==> config.mk <==
export PLATFORM = sky130hd
export DESIGN_NAME = bresenham_line_brush_rasterizer_flat
export DESIGN_NICKNAME = d
export VERILOG_FILES = /design/src/rtl/blr_pkg.sv /design/src/rtl/blr_in_if.sv /design/src/rtl/blr_out_if.sv /design/src/rtl/bresenham_line_brush_rasterizer.sv /design/src/flat_wrapper.sv
export SDC_FILE = /design/constraint.sdc
export NUM_CORES = 1
export LEC_CHECK = 0
export BUFFER_PORTS_ARGS = -buffer_cell sky130_fd_sc_hd__buf_2
export CORE_MARGIN = 2
export CORE_UTILIZATION = 50
export CTS_BUF_LIST = sky130_fd_sc_hd__clkbuf_2
export CTS_CLUSTER_DIAMETER = 150
export DETAILED_ROUTE_END_ITERATION = 16
export PLACE_DENSITY = 0.68
export SLEW_MARGIN = 20
export SYNTH_ARGS = -nofsm -noshare
export SYNTH_HDL_FRONTEND = slang
export SYNTH_SLANG_ARGS = --single-unit
==> constraint.sdc <==
create_clock -name i_clk -period 15.9 [get_ports i_clk]
set_input_delay 0 -clock i_clk [delete_from_list [all_inputs] [get_ports i_clk]]
set_output_delay 0 -clock i_clk [all_outputs]
set_load 0.005 [all_outputs]
==> src/rtl/blr_pkg.sv <==
// Shared types and constants for the line brush rasterizer.
// No dependencies; compile first.
`default_nettype none

package blr_pkg;

    localparam int COORD_BITS_DEF = 12;
    localparam int COLOR_BITS     = 24;

    typedef enum logic {
        OP_LOAD = 1'b0,
        OP_STEP = 1'b1
    } t_opcode;

    // Brush beats in output order: centre, then the four diagonals.
    typedef enum logic [2:0] {
        BEAT_CENTER = 3'd0,
        BEAT_PP     = 3'd1,
        BEAT_MM     = 3'd2,
        BEAT_MP     = 3'd3,
        BEAT_PM     = 3'd4
    } t_beat;

endpackage : blr_pkg

`default_nettype wire

==> src/rtl/blr_in_if.sv <==
// Command channel of the line brush rasterizer: load and step beats.
// Depends on blr_pkg.
`default_nettype none

interface blr_in_if
    import blr_pkg::*;
#(
    parameter int COORD_BITS = COORD_BITS_DEF
);
    logic                  valid;
    logic                  ready;
    logic                  opcode;
    logic [COORD_BITS-1:0] start_x;
    logic [COORD_BITS-1:0] start_y;
    logic [COORD_BITS-1:0] end_x;
    logic [COORD_BITS-1:0] end_y;
    logic [COLOR_BITS-1:0] pen_color;

    modport source (
        output valid, opcode, start_x, start_y, end_x, end_y, pen_color,
        input  ready
    );
    modport sink (
        input  valid, opcode, start_x, start_y, end_x, end_y, pen_color,
        output ready
    );
endinterface : blr_in_if

`default_nettype wire

==> src/rtl/blr_out_if.sv <==
// Pixel write channel of the line brush rasterizer.
// Depends on blr_pkg.
`default_nettype none

interface blr_out_if
    import blr_pkg::*;
#(
    parameter int COORD_BITS = COORD_BITS_DEF
);
    logic                         valid;
    logic                         ready;
    logic signed [COORD_BITS+1:0] pixel_x;
    logic signed [COORD_BITS+1:0] pixel_y;
    logic [COLOR_BITS-1:0]        pixel_color;
    logic                         line_done;

    modport source (
        output valid, pixel_x, pixel_y, pixel_color, line_done,
        input  ready
    );
    modport sink (
        input  valid, pixel_x, pixel_y, pixel_color, line_done,
        output ready
    );
endinterface : blr_out_if

`default_nettype wire

==> src/rtl/bresenham_line_brush_rasterizer.sv <==
// Bresenham line rasterizer with a five-pixel diagonal brush.
// Depends on blr_pkg, blr_in_if and blr_out_if.
//
// Usage:
//   i_cmd carries commands. A load beat (opcode 0) latches the end points
//   and color, sets up deltas, directions and error term and arms the line;
//   it produces no pixels. A step beat (opcode 1) on an armed line produces
//   five pixel beats on o_pix: the center, then (+1,+1), (-1,-1), (-1,+1),
//   (+1,-1). The last pixel of the end-point step carries line_done and the
//   line disarms. Steps on a disarmed line are taken and dropped.
//   The first pixel of a step is valid the cycle after the step beat is
//   taken. The line state advances at that same edge, so the next
//   command is taken in the cycle the fifth pixel leaves; the step rate
//   is bounded by the single pixel port. Loads and dropped steps produce
//   no pixels and do not hold up the next command.
//   Reset (i_rst_n low, synchronous) clears all line state, disarms the
//   line and empties the pixel register.
//   When the pixel receiver stalls, the current pixel holds and i_cmd.ready
//   stays low until the last pixel of the brush is taken.
`default_nettype none

module bresenham_line_brush_rasterizer
    import blr_pkg::*;
#(
    parameter int COORD_BITS = COORD_BITS_DEF
) (
    input  wire        i_clk,
    input  wire        i_rst_n,
    blr_in_if.sink     i_cmd,
    blr_out_if.source  o_pix
);

    localparam int OW = COORD_BITS + 2;

    // Line state
    logic [COORD_BITS-1:0] r_cur_x, r_cur_y, r_tgt_x, r_tgt_y;
    logic [COORD_BITS-1:0] r_abs_dx, r_abs_dy;
    logic                  r_x_back, r_y_back;
    logic signed [OW-1:0]  r_err;
    logic [COLOR_BITS-1:0] r_color;
    logic                  r_active;

    // Brush output register
    logic                  r_busy;
    t_beat                 r_beat;
    logic [COORD_BITS-1:0] r_bx, r_by;
    logic [COLOR_BITS-1:0] r_bcolor;
    logic                  r_bdone;

    logic cmd_acc, pix_acc, last_taken, is_step, is_load, at_end, step_x, step_y;
    logic                  step_go;
    logic                  n_x_back, n_y_back;
    logic [COORD_BITS-1:0] n_abs_dx, n_abs_dy;
    logic signed [OW-1:0]  n_err_init, n_err_step, e_dx, e_dy;
    logic signed [OW-1:0]  off_x, off_y;

    assign pix_acc    = o_pix.valid && o_pix.ready;
    assign last_taken = pix_acc && (r_beat == BEAT_PM);
    assign i_cmd.ready = !r_busy || last_taken;
    assign cmd_acc    = i_cmd.valid && i_cmd.ready;
    assign is_load    = (t_opcode'(i_cmd.opcode) == OP_LOAD);
    assign is_step    = (t_opcode'(i_cmd.opcode) == OP_STEP);
    assign step_go    = cmd_acc && is_step && r_active;

    // Load setup
    always_comb begin
        n_x_back = !(i_cmd.start_x < i_cmd.end_x);
        n_y_back = !(i_cmd.start_y < i_cmd.end_y);
        n_abs_dx = n_x_back ? (i_cmd.start_x - i_cmd.end_x) : (i_cmd.end_x - i_cmd.start_x);
        n_abs_dy = n_y_back ? (i_cmd.start_y - i_cmd.end_y) : (i_cmd.end_y - i_cmd.start_y);
        if (n_abs_dx > n_abs_dy) begin
            n_err_init = $signed({2'b00, n_abs_dx >> 1});
        end else begin
            n_err_init = -$signed({2'b00, n_abs_dy >> 1});
        end
    end

    // Step decision
    always_comb begin
        e_dx   = $signed({2'b00, r_abs_dx});
        e_dy   = $signed({2'b00, r_abs_dy});
        at_end = (r_cur_x == r_tgt_x) && (r_cur_y == r_tgt_y);
        step_x = (r_err > -e_dx);
        step_y = (r_err < e_dy);
        n_err_step = r_err - (step_x ? e_dy : '0) + (step_y ? e_dx : '0);
    end

    always_ff @(posedge i_clk) begin
        if (!i_rst_n) begin
            r_cur_x  <= '0;
            r_cur_y  <= '0;
            r_tgt_x  <= '0;
            r_tgt_y  <= '0;
            r_abs_dx <= '0;
            r_abs_dy <= '0;
            r_x_back <= 1'b0;
            r_y_back <= 1'b0;
            r_err    <= '0;
            r_color  <= '0;
            r_active <= 1'b0;
            r_busy   <= 1'b0;
            r_beat   <= BEAT_CENTER;
        end else begin
            // A new brush only starts when idle or as the last beat leaves
            if (step_go) begin
                r_busy <= 1'b1;
                r_beat <= BEAT_CENTER;
            end else if (pix_acc) begin
                case (r_beat)
                    BEAT_CENTER: r_beat <= BEAT_PP;
                    BEAT_PP:     r_beat <= BEAT_MM;
                    BEAT_MM:     r_beat <= BEAT_MP;
                    BEAT_MP:     r_beat <= BEAT_PM;
                    default: begin
                        r_beat <= BEAT_CENTER;
                        r_busy <= 1'b0;
                    end
                endcase
            end
            if (cmd_acc && is_load) begin
                r_cur_x  <= i_cmd.start_x;
                r_cur_y  <= i_cmd.start_y;
                r_tgt_x  <= i_cmd.end_x;
                r_tgt_y  <= i_cmd.end_y;
                r_abs_dx <= n_abs_dx;
                r_abs_dy <= n_abs_dy;
                r_x_back <= n_x_back;
                r_y_back <= n_y_back;
                r_err    <= n_err_init;
                r_color  <= i_cmd.pen_color;
                r_active <= 1'b1;
            end else if (step_go) begin
                if (at_end) begin
                    r_active <= 1'b0;
                end else begin
                    r_err <= n_err_step;
                    if (step_x) begin
                        r_cur_x <= r_x_back ? r_cur_x - 1'b1 : r_cur_x + 1'b1;
                    end
                    if (step_y) begin
                        r_cur_y <= r_y_back ? r_cur_y - 1'b1 : r_cur_y + 1'b1;
                    end
                end
            end
        end
    end

    // Brush payload: capture the center as it stands before the advance
    always_ff @(posedge i_clk) begin
        if (step_go) begin
            r_bx     <= r_cur_x;
            r_by     <= r_cur_y;
            r_bcolor <= r_color;
            r_bdone  <= at_end;
        end
    end

    always_comb begin
        case (r_beat)
            BEAT_CENTER: begin off_x = '0;        off_y = '0;        end
            BEAT_PP:     begin off_x = OW'(1);    off_y = OW'(1);    end
            BEAT_MM:     begin off_x = '1;        off_y = '1;        end
            BEAT_MP:     begin off_x = '1;        off_y = OW'(1);    end
            default:     begin off_x = OW'(1);    off_y = '1;        end
        endcase
    end

    assign o_pix.valid       = r_busy;
    assign o_pix.pixel_x     = $signed({2'b00, r_bx}) + off_x;
    assign o_pix.pixel_y     = $signed({2'b00, r_by}) + off_y;
    assign o_pix.pixel_color = r_bcolor;
    assign o_pix.line_done   = r_bdone && (r_beat == BEAT_PM);

    // Checks
    a_done_last_beat: assert property (@(posedge i_clk) disable iff (!i_rst_n)
        o_pix.valid && o_pix.line_done |-> r_beat == BEAT_PM)
        else $error("line_done outside the last brush beat");

    a_step_starts_brush: assert property (@(posedge i_clk) disable iff (!i_rst_n)
        cmd_acc && is_step && r_active |=> r_busy && r_beat == BEAT_CENTER)
        else $error("armed step did not start a brush");

    a_done_disarms: assert property (@(posedge i_clk) disable iff (!i_rst_n)
        pix_acc && o_pix.line_done |-> !r_active)
        else $error("line still armed after its final pixel");

endmodule : bresenham_line_brush_rasterizer

`default_nettype wire
==> src/flat_wrapper.sv <==
// flat-port wrapper written by rule: the top's interface ports become plain ports
module bresenham_line_brush_rasterizer_flat import blr_pkg::*;
#(
    parameter int COORD_BITS = COORD_BITS_DEF
)
  (i_clk, i_rst_n, i_cmd_valid, i_cmd_opcode, i_cmd_start_x, i_cmd_start_y, i_cmd_end_x, i_cmd_end_y, i_cmd_pen_color, i_cmd_ready, o_pix_valid, o_pix_pixel_x, o_pix_pixel_y, o_pix_pixel_color, o_pix_line_done, o_pix_ready);
  blr_in_if #(.COORD_BITS(COORD_BITS)) i_cmd_i ();
  blr_out_if #(.COORD_BITS(COORD_BITS)) o_pix_i ();
  input  wire i_clk;
  input  wire i_rst_n;
  input wire logic [$bits(i_cmd_i.valid)-1:0] i_cmd_valid;
  input wire logic [$bits(i_cmd_i.opcode)-1:0] i_cmd_opcode;
  input wire logic [$bits(i_cmd_i.start_x)-1:0] i_cmd_start_x;
  input wire logic [$bits(i_cmd_i.start_y)-1:0] i_cmd_start_y;
  input wire logic [$bits(i_cmd_i.end_x)-1:0] i_cmd_end_x;
  input wire logic [$bits(i_cmd_i.end_y)-1:0] i_cmd_end_y;
  input wire logic [$bits(i_cmd_i.pen_color)-1:0] i_cmd_pen_color;
  output wire logic [$bits(i_cmd_i.ready)-1:0] i_cmd_ready;
  output wire logic [$bits(o_pix_i.valid)-1:0] o_pix_valid;
  output wire logic [$bits(o_pix_i.pixel_x)-1:0] o_pix_pixel_x;
  output wire logic [$bits(o_pix_i.pixel_y)-1:0] o_pix_pixel_y;
  output wire logic [$bits(o_pix_i.pixel_color)-1:0] o_pix_pixel_color;
  output wire logic [$bits(o_pix_i.line_done)-1:0] o_pix_line_done;
  input wire logic [$bits(o_pix_i.ready)-1:0] o_pix_ready;
  assign i_cmd_i.valid = i_cmd_valid;
  assign i_cmd_i.opcode = i_cmd_opcode;
  assign i_cmd_i.start_x = i_cmd_start_x;
  assign i_cmd_i.start_y = i_cmd_start_y;
  assign i_cmd_i.end_x = i_cmd_end_x;
  assign i_cmd_i.end_y = i_cmd_end_y;
  assign i_cmd_i.pen_color = i_cmd_pen_color;
  assign i_cmd_ready = i_cmd_i.ready;
  assign o_pix_valid = o_pix_i.valid;
  assign o_pix_pixel_x = o_pix_i.pixel_x;
  assign o_pix_pixel_y = o_pix_i.pixel_y;
  assign o_pix_pixel_color = o_pix_i.pixel_color;
  assign o_pix_line_done = o_pix_i.line_done;
  assign o_pix_i.ready = o_pix_ready;
  bresenham_line_brush_rasterizer #(.COORD_BITS(COORD_BITS)) u_core (.i_clk(i_clk), .i_rst_n(i_rst_n), .i_cmd(i_cmd_i), .o_pix(o_pix_i));
endmodule
==> flow_summary.ini <==
[status]
status = completed

[logic_synthesis]
ys_async_sr_fraction_pct = 0
seq_area_frac_synth_pct = 29.8
yosysWarnings = 0
syn_area_per_cell_sq_um = 8.29
synth_largest_area_cell = dfxtp_1
synth.distinct_cells = 75
synth_edf_count = 49
ys_ff_latch = 166
synth_top_area_share_pct = 18.3
synth_cells = 1546
synthFlopType = dfxtp_1
synth.area.top_cells = dfxtp_1, ha_1, edfxtp_1, a21oi_1, nand2_1
postSynthNetCount = 1789
syn_area_sq_mm = 0.0128

[timing]
rsz0062_at_grt = no
finalSetupViolations = 0
fin_ws_ns = 9.85
max-slew-margin-rel_pct = 30.1
whs_ns = 0.0366
worstMarginPinSlew_ns = 1.05
fmax_mhz = 165
finClkSkew_ns = 0.0516
hold_viol_final = 0
setup_tns_ns = 0
slew_violations = 0
period_share_pct = 38.0
finalCriticalPeriod_ns = 6.05

[worst_hold_path]
hp-start = i_cmd_end_y[11]
hp-class = input port to flop

[global_route]
grt_usage_pct = 26.9
first_global_vias = 11300
antenna_found_initial = 2
grt_max_degree = 105
grt_pass1_wl_mm = 57.2
overflow = 0

[final_layout]
instances_no_fill = 2131
area_delta_synth_final_pct = 20.4
drive_above_1_share_pct = 10.9
fin_util_pct = 61.2
layout_common_cells = nand2_1, inv_1, a21oi_1
mostFrequentLayoutCell = nand2_1
fin_nets = 2030

[clocking]
cts_buffer_depth = 2
cts.clk_slew.worst_paths_ns = 0.29
cts_tree = done
clock-sinks = 166
clk-insertion-delay-late_ns = 0.79
cts_buffers = 17
h-tree-depth = 4
postCtsSetupBuffers = 0
cts_root_buf = clkbuf_2

[worst_setup_path]
rr_startpoint = u_core.r_abs_dx[2]$_SDFFE_PN0P_
cp-end-kind = flop
startpoint = u_core.r_abs_dx[2]$_SDFFE_PN0P_
cpMaxStageDelayCell = or4_1
slowest_delay_ns = 0.59
required_ns = 16.60
crit_fanout = 12
critPathKind = flop to flop
crit_chain = or4_1, nor3_1, nand2_1, o41ai_1, o21ai_0, ha_1, nand2_1, nor3_1, o21a_1, o21a_1, and2_1, fa_1, fa_1, nor2b_1, o21ai_0, a21boi_0, o21ai_0, a211oi_1, nor3_1, or3_1, a31oi_1, o32ai_1
cp.arrival_ns = 6.75
startpoint_type = flop

[floorplanning]
design.die.area_sq_mm = 0.0269
rows = 58
start_util_pct = 50.9
fp.dieH_um = 164
coreArea_sq_mm = 0.0252
boundaryPins = 132
die_w_um = 164

[power_and_ir_drop]
cellPowerDensity_mw_per_mm2 = 90.4
power.leakage_nw = 6.94
ir_drop_uv = 54.3

[placement]
pre_cts_ws_ns = 9.94
numPortBuffers = 131
routabilityCongestion = 0.910
dp.cells = 1955
place_hpwl_mm = 25.7

[drt]
first_pass_iters = 6
drt-initial-drc-count = 975
vias = 11800
wirelength_mm = 35.7
vias_per_cell = 5.56
ant_nets = 0
wl_per_cell_um = 16.8
remaining_drc_errors = 0

[flow_run]
maxCapViolations = 0
==> per-layer routing <==
layer | part of all wire, % | wire [um] | global-route usage [%]
met4 | 3.6 | 1290 | 10.4
met5 | 0 | 0 | 0
met3 | 6.1 | 2180 | 3.06
met1 | 44 | 15800 | 36.0
met2 | 46 | 16400 | 44.4
==> critical path, delay by kind of cell (launching register included) <==
kind / cells / cell delay (ns)
compound gates: 10 / 2.14
fa+ha+maj: 3 / 1.23
flops: 1 / 0.44
simple gates: 9 / 2.15
==> layout make-up <==
| class | instances | area [sq um] |
|---|---|---|
| Fill cell | 2198 | 9760 |
| Multi-Input combinational cell | 1149 | 8110 |
| Sequential cell | 166 | 3810 |
| Timing Repair Buffer | 282 | 2150 |
| Inverter | 171 | 642 |
| Tap cell | 330 | 413 |
| Clock inverter | 15 | 204 |
| Clock buffer | 17 | 85.1 |
| Antenna cell | 1 | 2.50 |
==> power breakdown <==
part           switching, W  total, W  internal, W  leakage, nW
logic              0.000362  0.000641     0.000278         5.38
registers         0.0000312  0.000495     0.000464         1.40
clock network      0.000188  0.000259    0.0000710        0.164
total              0.000581   0.00139     0.000813         6.94
==> state kept, by name, summed over array words and instances, names as in the netlist, 3 cells and up <==
signal / flops
u_core.r_tgt_x: 12
u_core.r_abs_dy: 12
u_core.o_pix.pixel_color: 24
u_core.r_abs_dx: 12
u_core.r_color: 24
u_core.r_cur_y: 12
u_core.r_beat: 3
u_core.r_bx: 12
u_core.r_by: 12
u_core.r_tgt_y: 12
u_core.r_err: 14
u_core.r_cur_x: 12
==> cell families after synthesis <==
family	share of synthesized area, %
multiplexers	2.64
AND/OR/NAND/NOR	16.4
buffers and inverters	7.02
XOR/XNOR	6.98
flip-flops	29.8
AO/OA/AOI/OAI	19.8
adder cells (fa/ha/maj)	17.4
==> path summary, 6_finish.rpt <==
check             slack, ns  depth (start not counted)                                endpoint
setup / recovery       9.85                         22           u_core.r_err[12]$_SDFFE_PN0P_
hold / removal         0.04                          4         u_core.r_tgt_y[11]$_SDFFE_PN0P_
setup reg to reg       9.85                         22           u_core.r_err[12]$_SDFFE_PN0P_
hold reg to reg        0.45                          0  u_core.o_pix.pixel_color[21]$_DFFE_PP_
==> timing repair <==
item | CTS | global route
resized for setup | 0 | 0
hold endpoints to repair | 103 | 0
hold buffers | 143 | 0
==> Yosys cell counts, types with 4 or more instances <==
| master | number |
|---|---|
| mux2i_1 | 27 |
| a21oi_1 | 150 |
| nor2_1 | 93 |
| nor4_1 | 4 |
| o21a_1 | 18 |
| a21o_1 | 20 |
| buf_2 | 8 |
| o21bai_1 | 8 |
| nor3_1 | 35 |
| a21boi_0 | 6 |
| o211a_1 | 4 |
| o21ai_0 | 75 |
| a211oi_1 | 33 |
| and3_1 | 10 |
| dfxtp_1 | 117 |
| a41oi_1 | 4 |
| fa_1 | 20 |
| and4_1 | 5 |
| inv_1 | 171 |
| xnor2_1 | 62 |
| o31ai_1 | 6 |
| xor2_1 | 32 |
| o41ai_1 | 6 |
| clkbuf_1 | 47 |
| nand4_1 | 16 |
| nand2_1 | 199 |
| a311oi_1 | 6 |
| ha_1 | 146 |
| nor2b_1 | 12 |
| edfxtp_1 | 49 |
| or3_1 | 16 |
| nand3b_1 | 8 |
| nand3_1 | 19 |
| o211ai_1 | 7 |
| a211o_1 | 5 |
| and2_1 | 24 |
| nand2b_1 | 8 |
| a31oi_1 | 11 |
==> stage by stage <==
| stage | total power (W) | instance area [sq um] |
|---|---|---|
| finish | 0.00139 | 15400 |
| CTS | 0.00139 | 15400 |
| detailed placement | 0.00110 | 13700 |
| global placement | 0.00109 | 13700 |
| global route | 0.00149 | 15400 |
| floorplan | 0.000954 | 12800 |
No activity file was read; power rests on OpenSTA's default activity.
